<file path="src/rtl/rrq_pkg.sv">
// ----------------------------------------------------------------------------
// rrq_pkg
// shared types and constants of the round-robin ready queue
// ----------------------------------------------------------------------------
package rrq_pkg;

  // width of a task number on the ports and in the queue entries
  localparam int unsigned TASK_W = 4;
  localparam int unsigned ACT_W  = 2;

  typedef enum logic [ACT_W-1:0] {
    ACT_MARK_READY     = 2'd0,
    ACT_MARK_NOT_READY = 2'd1,
    ACT_SWITCH         = 2'd2,
    ACT_CLEAR          = 2'd3
  } action_t;

endpackage

</file>
<file path="src/rtl/rrq_ram.sv">
// ----------------------------------------------------------------------------
// rrq_ram
// generic simple dual-port ram, one write and one registered read per cycle
// ----------------------------------------------------------------------------
module rrq_ram #(
  parameter int unsigned WIDTH = 4,
  parameter int unsigned DEPTH = 16
) (
  input  logic                     clk,
  input  logic                     we,
  input  logic [$clog2(DEPTH)-1:0] waddr,
  input  logic [WIDTH-1:0]         wdata,
  input  logic [$clog2(DEPTH)-1:0] raddr,
  output logic [WIDTH-1:0]         rdata
);

  logic [WIDTH-1:0] mem [DEPTH];

  always_ff @(posedge clk) begin
    if (we) begin
      mem[waddr] <= wdata;
    end
    rdata <= mem[raddr];
  end

endmodule

</file>
<file path="src/rtl/round_robin_ready_queue_top.sv">
// ----------------------------------------------------------------------------
// round_robin_ready_queue_top
// fifo ready queue of task numbers with per-task ready flags and a running
// task; actions are mark ready, mark not ready, switch and clear current
// ----------------------------------------------------------------------------
//
//   channel   direction   handshake            payload
//   -------   ---------   ------------------   ----------------------------------
//   in        sink        in_valid/in_ready    action, task_present, task_id
//   out       source      out_valid/out_ready  accepted, run_valid, run_task,
//                                              space_change, sleeping,
//                                              append_dropped
//
// one request beat gives exactly one result beat
// mark ready, clear current, refused marks, and switch or mark not ready on an
//   empty queue: idle, then done
// switch on a non-empty queue: idle, pop, done (registered read of the head)
// mark not ready on a non-empty queue: idle, a scan over the queue ram with
//   one entry read per cycle, then done; entries behind the match are
//   shifted down by one on the write port in the same pass
// a new request is taken once the previous one has its result in the output
//   register, even if that result is still stalled there
// reset clears pointers, count, ready flags and the running task; the queue
//   ram holds no reset value and is never read past queue_count
//
module round_robin_ready_queue_top
  import rrq_pkg::*;
#(
  parameter int unsigned NUM_TASKS   = 16,
  parameter int unsigned QUEUE_DEPTH = 16
) (
  input  logic              clk,
  input  logic              rst,
  // request channel
  input  logic              in_valid,
  output logic              in_ready,
  input  logic [ACT_W-1:0]  action,
  input  logic              task_present,
  input  logic [TASK_W-1:0] task_id,
  // result channel
  output logic              out_valid,
  input  logic              out_ready,
  output logic              accepted,
  output logic              run_valid,
  output logic [TASK_W-1:0] run_task,
  output logic              space_change,
  output logic              sleeping,
  output logic              append_dropped
);

  localparam int unsigned PTR_W  = $clog2(QUEUE_DEPTH);
  localparam int unsigned CNT_W  = $clog2(QUEUE_DEPTH + 1);
  localparam int unsigned TIDX_W = $clog2(NUM_TASKS);

  typedef enum logic [1:0] {
    ST_IDLE,
    ST_SCAN,
    ST_POP,
    ST_DONE
  } state_t;

  state_t state;

  // queue bookkeeping: circular buffer in ram, head and tail addresses
  logic [PTR_W-1:0]     hd;
  logic [PTR_W-1:0]     tl;
  logic [CNT_W-1:0]     q_count;
  logic                 q_full;

  // per-task ready flags, reset to not ready
  logic [NUM_TASKS-1:0] flags;

  // running task
  logic                 running_valid;
  logic [TASK_W-1:0]    running_task;

  // request held while it is worked on
  logic [TASK_W-1:0]    task_reg;

  // result fields collected during the work
  logic                 res_acc;
  logic                 res_space;
  logic                 res_sleep;
  logic                 res_drop;

  // removal scan: reads stream from the head, matched entry is overwritten
  // by shifting every later entry down by one address
  logic [PTR_W-1:0]     scan_addr;
  logic [CNT_W-1:0]     scan_left;
  logic                 pend;
  logic [PTR_W-1:0]     pend_addr;
  logic [PTR_W-1:0]     prev_addr;
  logic                 found;

  // ram ports
  logic                 ram_we;
  logic [PTR_W-1:0]     ram_waddr;
  logic [TASK_W-1:0]    ram_wdata;
  logic [PTR_W-1:0]     ram_raddr;
  logic [TASK_W-1:0]    ram_rdata;

  // decoded request
  logic                 in_fire;
  action_t              in_act;
  logic                 task_in_range;
  logic                 mark_ok;
  logic [TIDX_W-1:0]    task_idx;
  logic [TIDX_W-1:0]    run_idx;
  logic                 cur_requeue;
  logic                 switch_new;

  // append request from the current cycle, shared by mark ready, switch and clear current
  logic                 app_en;
  logic [TASK_W-1:0]    app_task;
  logic                 app_do;

  function automatic logic [PTR_W-1:0] ptr_inc(input logic [PTR_W-1:0] p);
    return (p == PTR_W'(QUEUE_DEPTH - 1)) ? '0 : p + PTR_W'(1);
  endfunction

  function automatic logic [PTR_W-1:0] ptr_dec(input logic [PTR_W-1:0] p);
    return (p == '0) ? PTR_W'(QUEUE_DEPTH - 1) : p - PTR_W'(1);
  endfunction

  assign in_ready      = (state == ST_IDLE);
  assign in_fire       = in_valid && in_ready;
  assign in_act        = action_t'(action);
  assign task_in_range = (32'(task_id) < 32'(NUM_TASKS));
  assign mark_ok       = task_present && task_in_range;
  assign task_idx      = TIDX_W'(task_id);
  assign run_idx       = TIDX_W'(running_task);
  assign q_full        = (q_count == CNT_W'(QUEUE_DEPTH));

  // the running task goes back into the queue when it is stopped while ready
  assign cur_requeue   = running_valid && flags[run_idx];
  // popped head in ram_rdata during the pop cycle
  assign switch_new    = !running_valid || (ram_rdata != running_task);

  always_comb begin
    app_en   = 1'b0;
    app_task = running_task;
    unique case (state)
      ST_IDLE: begin
        if (in_fire) begin
          unique case (in_act)
            ACT_MARK_READY: begin
              app_en   = mark_ok;
              app_task = task_id;
            end
            ACT_SWITCH: begin
              app_en = (q_count == '0) && cur_requeue;
            end
            ACT_CLEAR: begin
              app_en = cur_requeue;
            end
            default: begin
              // mark not ready never requeues: the flag is cleared first
              app_en = 1'b0;
            end
          endcase
        end
      end
      ST_POP: begin
        app_en = switch_new && cur_requeue;
      end
      default: begin
        app_en = 1'b0;
      end
    endcase
  end

  assign app_do = app_en && !q_full;

  // ram port steering: the scan owns both ports, otherwise appends write at
  // the tail and reads go to the head
  always_comb begin
    if (state == ST_SCAN) begin
      ram_we    = pend && found;
      ram_waddr = prev_addr;
      ram_wdata = ram_rdata;
      ram_raddr = scan_addr;
    end else begin
      ram_we    = app_do;
      ram_waddr = tl;
      ram_wdata = app_task;
      ram_raddr = hd;
    end
  end

  rrq_ram #(
    .WIDTH (TASK_W),
    .DEPTH (QUEUE_DEPTH)
  ) u_queue_ram (
    .clk   (clk),
    .we    (ram_we),
    .waddr (ram_waddr),
    .wdata (ram_wdata),
    .raddr (ram_raddr),
    .rdata (ram_rdata)
  );

  always_ff @(posedge clk) begin
    if (rst) begin
      state         <= ST_IDLE;
      hd            <= '0;
      tl            <= '0;
      q_count       <= '0;
      flags         <= '0;
      running_valid <= 1'b0;
      running_task  <= '0;
      pend          <= 1'b0;
      found         <= 1'b0;
      out_valid     <= 1'b0;
    end else begin
      if (out_valid && out_ready) begin
        out_valid <= 1'b0;
      end

      unique case (state)
        ST_IDLE: begin
          if (in_fire) begin
            task_reg  <= task_id;
            res_acc   <= 1'b1;
            res_space <= 1'b0;
            res_sleep <= 1'b0;
            res_drop  <= app_en && q_full;
            state     <= ST_DONE;
            unique case (in_act)
              ACT_MARK_READY: begin
                if (mark_ok) begin
                  flags[task_idx] <= 1'b1;
                end else begin
                  res_acc <= 1'b0;
                end
              end
              ACT_MARK_NOT_READY: begin
                if (mark_ok) begin
                  flags[task_idx] <= 1'b0;
                  if (running_valid && running_task == task_id) begin
                    running_valid <= 1'b0;
                    running_task  <= '0;
                  end
                  if (q_count != '0) begin
                    // start the removal pass at the head
                    scan_addr <= hd;
                    scan_left <= q_count;
                    pend      <= 1'b0;
                    found     <= 1'b0;
                    state     <= ST_SCAN;
                  end
                end else begin
                  res_acc <= 1'b0;
                end
              end
              ACT_SWITCH: begin
                if (q_count != '0) begin
                  // head read is under way, pop it now
                  hd      <= ptr_inc(hd);
                  q_count <= q_count - CNT_W'(1);
                  state   <= ST_POP;
                end else begin
                  running_valid <= 1'b0;
                  running_task  <= '0;
                  res_sleep     <= 1'b1;
                end
              end
              ACT_CLEAR: begin
                running_valid <= 1'b0;
                running_task  <= '0;
              end
              default: begin
                res_acc <= 1'b1;
              end
            endcase
          end
        end

        ST_POP: begin
          // the old task is requeued by the append logic when it differs and is still ready
          res_drop      <= app_en && q_full;
          res_space     <= switch_new;
          running_valid <= 1'b1;
          running_task  <= ram_rdata;
          state         <= ST_DONE;
        end

        ST_SCAN: begin
          // issue side
          if (scan_left != '0) begin
            scan_addr <= ptr_inc(scan_addr);
            scan_left <= scan_left - CNT_W'(1);
            pend      <= 1'b1;
            pend_addr <= scan_addr;
          end else begin
            pend <= 1'b0;
          end
          // receive side: first copy found, later entries move down
          if (pend) begin
            if (!found && ram_rdata == task_reg) begin
              found <= 1'b1;
            end
            prev_addr <= pend_addr;
          end
          // pass complete once the last read has been consumed
          if (scan_left == '0 && !pend) begin
            if (found) begin
              q_count <= q_count - CNT_W'(1);
              tl      <= ptr_dec(tl);
            end
            state <= ST_DONE;
          end
        end

        ST_DONE: begin
          if (!out_valid || out_ready) begin
            accepted       <= res_acc;
            run_valid      <= running_valid;
            run_task       <= running_task;
            space_change   <= res_space;
            sleeping       <= res_sleep;
            append_dropped <= res_drop;
            out_valid      <= 1'b1;
            state          <= ST_IDLE;
          end
        end

        default: begin
          state <= ST_IDLE;
        end
      endcase

      // tail side of an append, from mark ready or a stopped running task
      if (app_do) begin
        tl      <= ptr_inc(tl);
        q_count <= q_count + CNT_W'(1);
      end
    end
  end

  // queue occupancy never passes the ram depth
  a_count_bound: assert property (@(posedge clk) disable iff (rst)
    q_count <= CNT_W'(QUEUE_DEPTH))
    else $error("queue count beyond depth");

  // during the shift the write trails the read, never the same entry
  a_scan_no_overlap: assert property (@(posedge clk) disable iff (rst)
    (state == ST_SCAN && pend && found && scan_left != '0) |-> (prev_addr != scan_addr))
    else $error("scan write hits the entry being read");

  // a switch result is either a change of task or sleep, never both
  a_switch_excl: assert property (@(posedge clk) disable iff (rst)
    out_valid |-> !(space_change && sleeping))
    else $error("space change and sleep together");

  // an idle cpu reports task zero
  a_idle_task_zero: assert property (@(posedge clk) disable iff (rst)
    (out_valid && !run_valid) |-> (run_task == '0))
    else $error("task number reported with nothing running");

  // a pop always lands in a slot, the requeue after it cannot overflow
  a_pop_room: assert property (@(posedge clk) disable iff (rst)
    (state == ST_POP) |-> !q_full)
    else $error("queue full right after a pop");

endmodule

</file>
<file path="config.mk">
export PLATFORM = sky130hd
export DESIGN_NAME = round_robin_ready_queue_top
export DESIGN_NICKNAME = d
export VERILOG_FILES = /design/src/rtl/rrq_pkg.sv /design/src/rtl/rrq_ram.sv /design/src/rtl/round_robin_ready_queue_top.sv
export SDC_FILE = /design/constraint.sdc
export NUM_CORES = 1
export LEC_CHECK = 0
export ABC_AREA = 1
export BUFFER_PORTS_ARGS = -buffer_cell sky130_fd_sc_hd__buf_2
export CAP_MARGIN = 20
export CORE_ASPECT_RATIO = 0.7
export CORE_MARGIN = 4
export CORE_UTILIZATION = 50
export DETAILED_ROUTE_END_ITERATION = 12
export HOLD_SLACK_MARGIN = 0.03
export PLACE_DENSITY = 0.67
export SYNTH_ARGS = -nofsm -noshare
export SYNTH_HDL_FRONTEND = slang
export SYNTH_SLANG_ARGS = --single-unit
</file>
<file path="constraint.sdc">
create_clock -name clk -period 5.5 [get_ports clk]
set_clock_uncertainty 0.1 [all_clocks]
set_input_delay 1.1 -clock clk [delete_from_list [all_inputs] [get_ports clk]]
set_output_delay 1.1 -clock clk [all_outputs]
set_load 0.02 [all_outputs]
</file>
# After elaboration in Yosys (flattened, before gate mapping)
# Memory sizes are Yosys's and may differ from the RTL's. A register that Yosys moved wholly into a read port is not among the register bits.
# Cells that the tools add are included.
# word_totals
ff_bits	73
ram_bits	64
output_inout_bits	11
wordCells	205
mem_count	1
# op_classes
addsub	7
order_cmp	3
eq_ne	33
n_mux	84
bitwise	4
reduce_logical	48
# mem_list
memory	depth	width	rd	rd_clocked_by_memory_dff	write_ports	line	text
u_queue_ram.mem	16	4	1	1	1	rrq_ram.sv:17	logic [WIDTH-1:0] mem [DEPTH];
# op_table
cell	count
4-bit 2-to-1 mux	23
5-bit 2-to-1 mux	11
16-bit 2-to-1 mux	2
16-bit one-hot mux with 2 select lines	1
1-bit 2-to-1 mux	25
3-bit AND reduction	7
5-bit one-hot mux with 2 select lines	2
16-bit bitwise AND	1
16-bit inverter	1
16-bit bitwise OR	1
4-bit one-hot mux with 2 select lines	2
2-bit by 1-bit != test with 1-bit output, second input constant	7
7-bit AND reduction	2
4-bit by 1-bit adder with 4-bit output, second input constant	3
4-bit equality test, second input constant	3
1-bit logical AND	12
3-bit != test, second input constant	4
1-bit one-hot mux with 2 select lines	6
4-bit one-hot mux with 3 select lines	1
6-bit AND reduction	2
2-bit nonzero test	6
5-bit logical NOT	2
4-bit by 5-bit < comparator with 1-bit output, second input constant	2
2-bit 2-to-1 mux	5
28 further kinds	48

# Longest topological paths before layout
# logic_depth
word_depth	11
depth_mapped	22

# By module
# A second synthesis with hierarchy kept.
# unflattened
hier_cells	796
hier_area_um2	6921.6
# by_module_without_submodules
mod	instances	cells_per_inst	area_per_inst_um2	seq_area_each_um2
round_robin_ready_queue_top	1	504	3953.8	1801.7
rrq_ram	1	292	2967.8	2001.9

# Worst setup path after synthesis
# No wires, ideal clock.
# synth_timing
path_kind	in2reg
from	input port action[1]
to	register q_count[4]
t_arrival_ns	3.002
t_required_ns	5.285
setup_slack_ns	2.283
stages	20
path_buffers	2
path_cell_list	inv_1 > ha_1 > buf_2 > nor2_1 > nand2_1 > nand2_1 > nand3_2 > nand2_2 > nand2_4 > buf_6 > ha_1 > a21o_1 > a31oi_1 > inv_1 > nand2_2 > nand2_1 > inv_1 > nand3_1 > nand2_1 > nor2_1
# synth_via
elab_chain_cells	7
word_cells_on_any_way	15
classes_between	eq/ne: 7; mux: 4; reduce/logical: 4
# synth_lines
element	line	text
from (decl)	round_robin_ready_queue_top.sv:37	input logic [ACT_W-1:0] action,
2-bit equality test, or another cell as far along	round_robin_ready_queue_top.sv:145	unique case (in_act)
1-bit one-hot mux with 3 select lines	round_robin_ready_queue_top.sv:145	
1-bit 2-to-1 mux	round_robin_ready_queue_top.sv:144	if (in_fire) begin
1-bit one-hot mux with 2 select lines	round_robin_ready_queue_top.sv:142	unique case (state)
1-bit logical AND	round_robin_ready_queue_top.sv:172	assign app_do = app_en && !q_full;
3-bit by 2-bit != test with 1-bit output (no source line), or another cell as far along	-	
6-bit AND reduction (no source line)	-	
to (signal assigned)	round_robin_ready_queue_top.sv:259	q_count <= q_count - CNT_W'(1);
to (signal assigned)	round_robin_ready_queue_top.sv:307	q_count <= q_count - CNT_W'(1);
to (signal assigned)	round_robin_ready_queue_top.sv:335	q_count <= q_count + CNT_W'(1);
to (decl)	round_robin_ready_queue_top.sv:67	logic [CNT_W-1:0] q_count;
# Parallel ways exist; a longest one is shown, timed or not.
# A chain may end at the register's enable or synchronous reset.

# Worst setup path after layout
# Ends and elaborated chain as after synthesis.

==> results by group <==
Outcome
  – Status: complete, no violations

CTS
  – Clock tree from TritonCTS: yes
  – # clock sinks: 141
  – CTS max path bufs: 2
  – TritonCTS buffer count: 17
  – CTS Hold Buffers Added: 0
  – Post-CTS Resized: 0
  – Postcts setup bufs: 0
  – H-Tree Depth: 4
  – Clk pin slew, worst setup/hold paths: about 0.06 ns
  – Root Buffer: clkbuf_16
  – Worst-Skew Late Latency: 0.42 ns

Min path
  – Hold Path Origin: res_space
  – Hold endpoint: space_change
  – Worst hold path type: register to register
  – Hold path depth: 0

Floorplan
  – Die area: 15460 µm²
  – Chip width: 146.9 µm
  – Starting density of the core: 51.25%
  – Core area: between 10000 and 15000 µm²
  – Num rows: 35
  – Die Span Y: 105.3 µm
  – I/O pins: 22

Worst setup path
  – CP peak stage delay: approximately 0.56 ns
  – RR Endpoint: u_queue_ram.rdata[2]
  – Arrival time at the worst endpoint: between 3 and 4 ns
  – Crit path max-delay cell type: ha_1
  – CP Max Fanout: 18
  – Crit-path cells: buf_2 -> inv_1 -> ha_1 -> inv_1 -> nand3_1 -> nand2_2 -> nand2_4 -> ha_1 -> a21o_1 -> a31oi_1 -> inv_1 -> nand2_2 -> nand2_1 -> inv_1 -> nand3_1 -> nand2_1 -> nor2_1
  – Worst Setup End Kind: register
  – R2r setup slk: 2.31 ns
  – R2r worst-path depth: 12
  – CP required: between 5 and 6 ns
  – Reg2reg start: state[1]
  – Crit start category: primary input
  – CP Class: primary input to register
  – Crit-path most repeated cell: inv_1
  – Crit path buf inv count: 5
  – CP startpoint: action[1]
  – Family with the most delay on the worst path: adder cells

Drt
  – WL/cell: 16.33 µm
  – DR vias/cell: 5.538
  – DR vias: 5200
  – Number of remaining DRC errors: 0
  – Drt initial violations: roughly 450
  – Routed Antenna Nets: 0
  – Total Routed Length: approximately 15000 µm
  – First-pass detailed-route iteration total: 5

STA
  – RSZ-0062 raised after global routing: false
  – TNS Setup: 0 ns
  – Final period util: roughly 63%
  – Fin Hold WS: 0.3178 ns
  – Final Hold Vio Count: 0
  – Max Fclk: 0.2877 GHz
  – Number of setup violations in the final report: 0
  – Final Critical Period: between 3 and 4 ns
  – Worst slew margin: 40.90%
  – Tightest Pin Transition: 0.8856 ns
  – Fin. max-slew vios: 0

Yosys
  – Cell variety after synth: 43
  – Yosys warning count: 0
  – Mean cell area of the mapped netlist: 9.395 µm²
  – Ranking of synthesized cells by area: edfxtp_1 44%, dfxtp_1 13%, a21oi_1 5.7%, o21ai_0 5.6%, inv_1 5.4%
  – Post-Syn Nets: about 750
  – Register bit count reported by yosys: 141
  – Share of the synthesized area in the top cell type: around 44%
  – Largest area contributor in the netlist: edfxtp_1
  – Main synth FF type: edfxtp_1
  – Post-synthesis sequential area ratio: about 56%
  – Ys async rst share: 0%
  – Number of synthesized flops with an enable pin: 98
  – Synthesized area: 6755 µm²
  – Mapped Cells: 719

Place
  – Dpl cell area: 7051 µm²
  – Number of port buffers: 21
  – RePlAce Congestion: 0.8754
  – DP HPWL: between 10000 and 15000 µm

Cells and area
  – Share of cells above drive strength 1: 11.54%
  – Fillcell total: 1100
  – Final Cell Area: 7667 µm²
  – Number of diodes: 0
  – Synthesis-to-finish area growth: 13.50%
  – Nets@finish: 771

Power
  – Max VDD drop: 232.5 µV
  – Total Power: ~3.7 mW
  – Static leakage: 2.947 nW
  – Power Density: 482.6 nW/µm²

GRT
  – Vias in the first global route: 4876
  – GRT overflow: 0
  – Pin count of the biggest net entering global routing: 37
  – Total GRT Usage: between 20 and 25%
  – Initial antenna violation count: 0
  – First-pass GRT wire length: roughly 25000 µm

Run
  – Total of max-cap violations: 0
## cell usage in the layout (no fill, tap or decap), types with 17 or more instances in the layout
| master | instances |
|---|---|
| edfxtp_1 | 98 |
| ha_1 | 18 |
| dfxtp_1 | 43 |
| nand2_1 | 81 |
| o21ai_0 | 76 |
| a21oi_1 | 77 |
| clkbuf_16 | 17 |
| nor2_1 | 63 |
| buf_2 | 21 |
| nand3_1 | 44 |
| inv_1 | 97 |
## synth_stat cells (3+ instances only)
master / n
nand2_1: 81
o22ai_1: 4
o311a_1: 3
clkbuf_1: 14
a21oi_1: 77
xnor2_1: 3
inv_1: 97
nand2_2: 5
or2_2: 5
a211oi_1: 3
edfxtp_1: 98
nand3_1: 44
inv_2: 5
o211ai_1: 16
dfxtp_1: 43
a31oi_1: 4
nand3_2: 4
xor2_1: 9
nor2_2: 3
ha_1: 18
nor3_1: 10
nor2_1: 63
buf_2: 7
o21ai_0: 76
## metal layers
layer,part of all wire [%],GRT usage [%]
met5,0,0
met4,1.4,6.383
met3,7.5,4.813
met2,43,30.00
met1,48,30.45
## cell families (layout without fill, tap and decap cells)
logic type	Yosys count	in the layout	synth area share (%)
simple gates	221	221	14.56
fa+ha+maj	19	19	3.630
xor+xnor	12	12	1.556
compound gates	197	197	16.43
buf+inv	129	164	7.520
flops	141	141	56.31
## per-stage QoR
stage               worst slack (ns)  utilization, %  std cells
floorplan                      2.283               -        719
global placement               1.727           53.28        906
detailed placement             1.596           53.49        907
CTS                            2.032           58.17        939
global route                   1.731           58.17        939
finish                         2.024           58.17        939
## final cells by class
class | instances | area, µm² | area share, %
flip-flops and latches | 141 | 3804 | 49.61
multi-input cells | 449 | 2444 | 31.87
clock buffers | 21 | 450.4 | 5.875
inverters | 103 | 386.6 | 5.042
well taps | 185 | 231.5 | 3.019
repair buffers | 29 | 185.2 | 2.415
clock inverters | 11 | 166.4 | 2.170
## how the worst max path moves through the flow
stage	cells after the start	endpoint
floorplan	20	q_count[4]
global placement	17	q_count[4]
detailed placement	17	q_count[4]
CTS	17	q_count[4]
global route	17	q_count[4]
finish	17	q_count[4]
## report_power, final
| part | switching [mW] | internal (mW) |
|---|---|---|
| Clock | 0.422 | 0.768 |
| Combinational | 0.774 | 0.336 |
| Sequential | 0.0784 | 1.32 |
| Total | 1.27 | 2.43 |
Power figures use the tool's default switching activity.
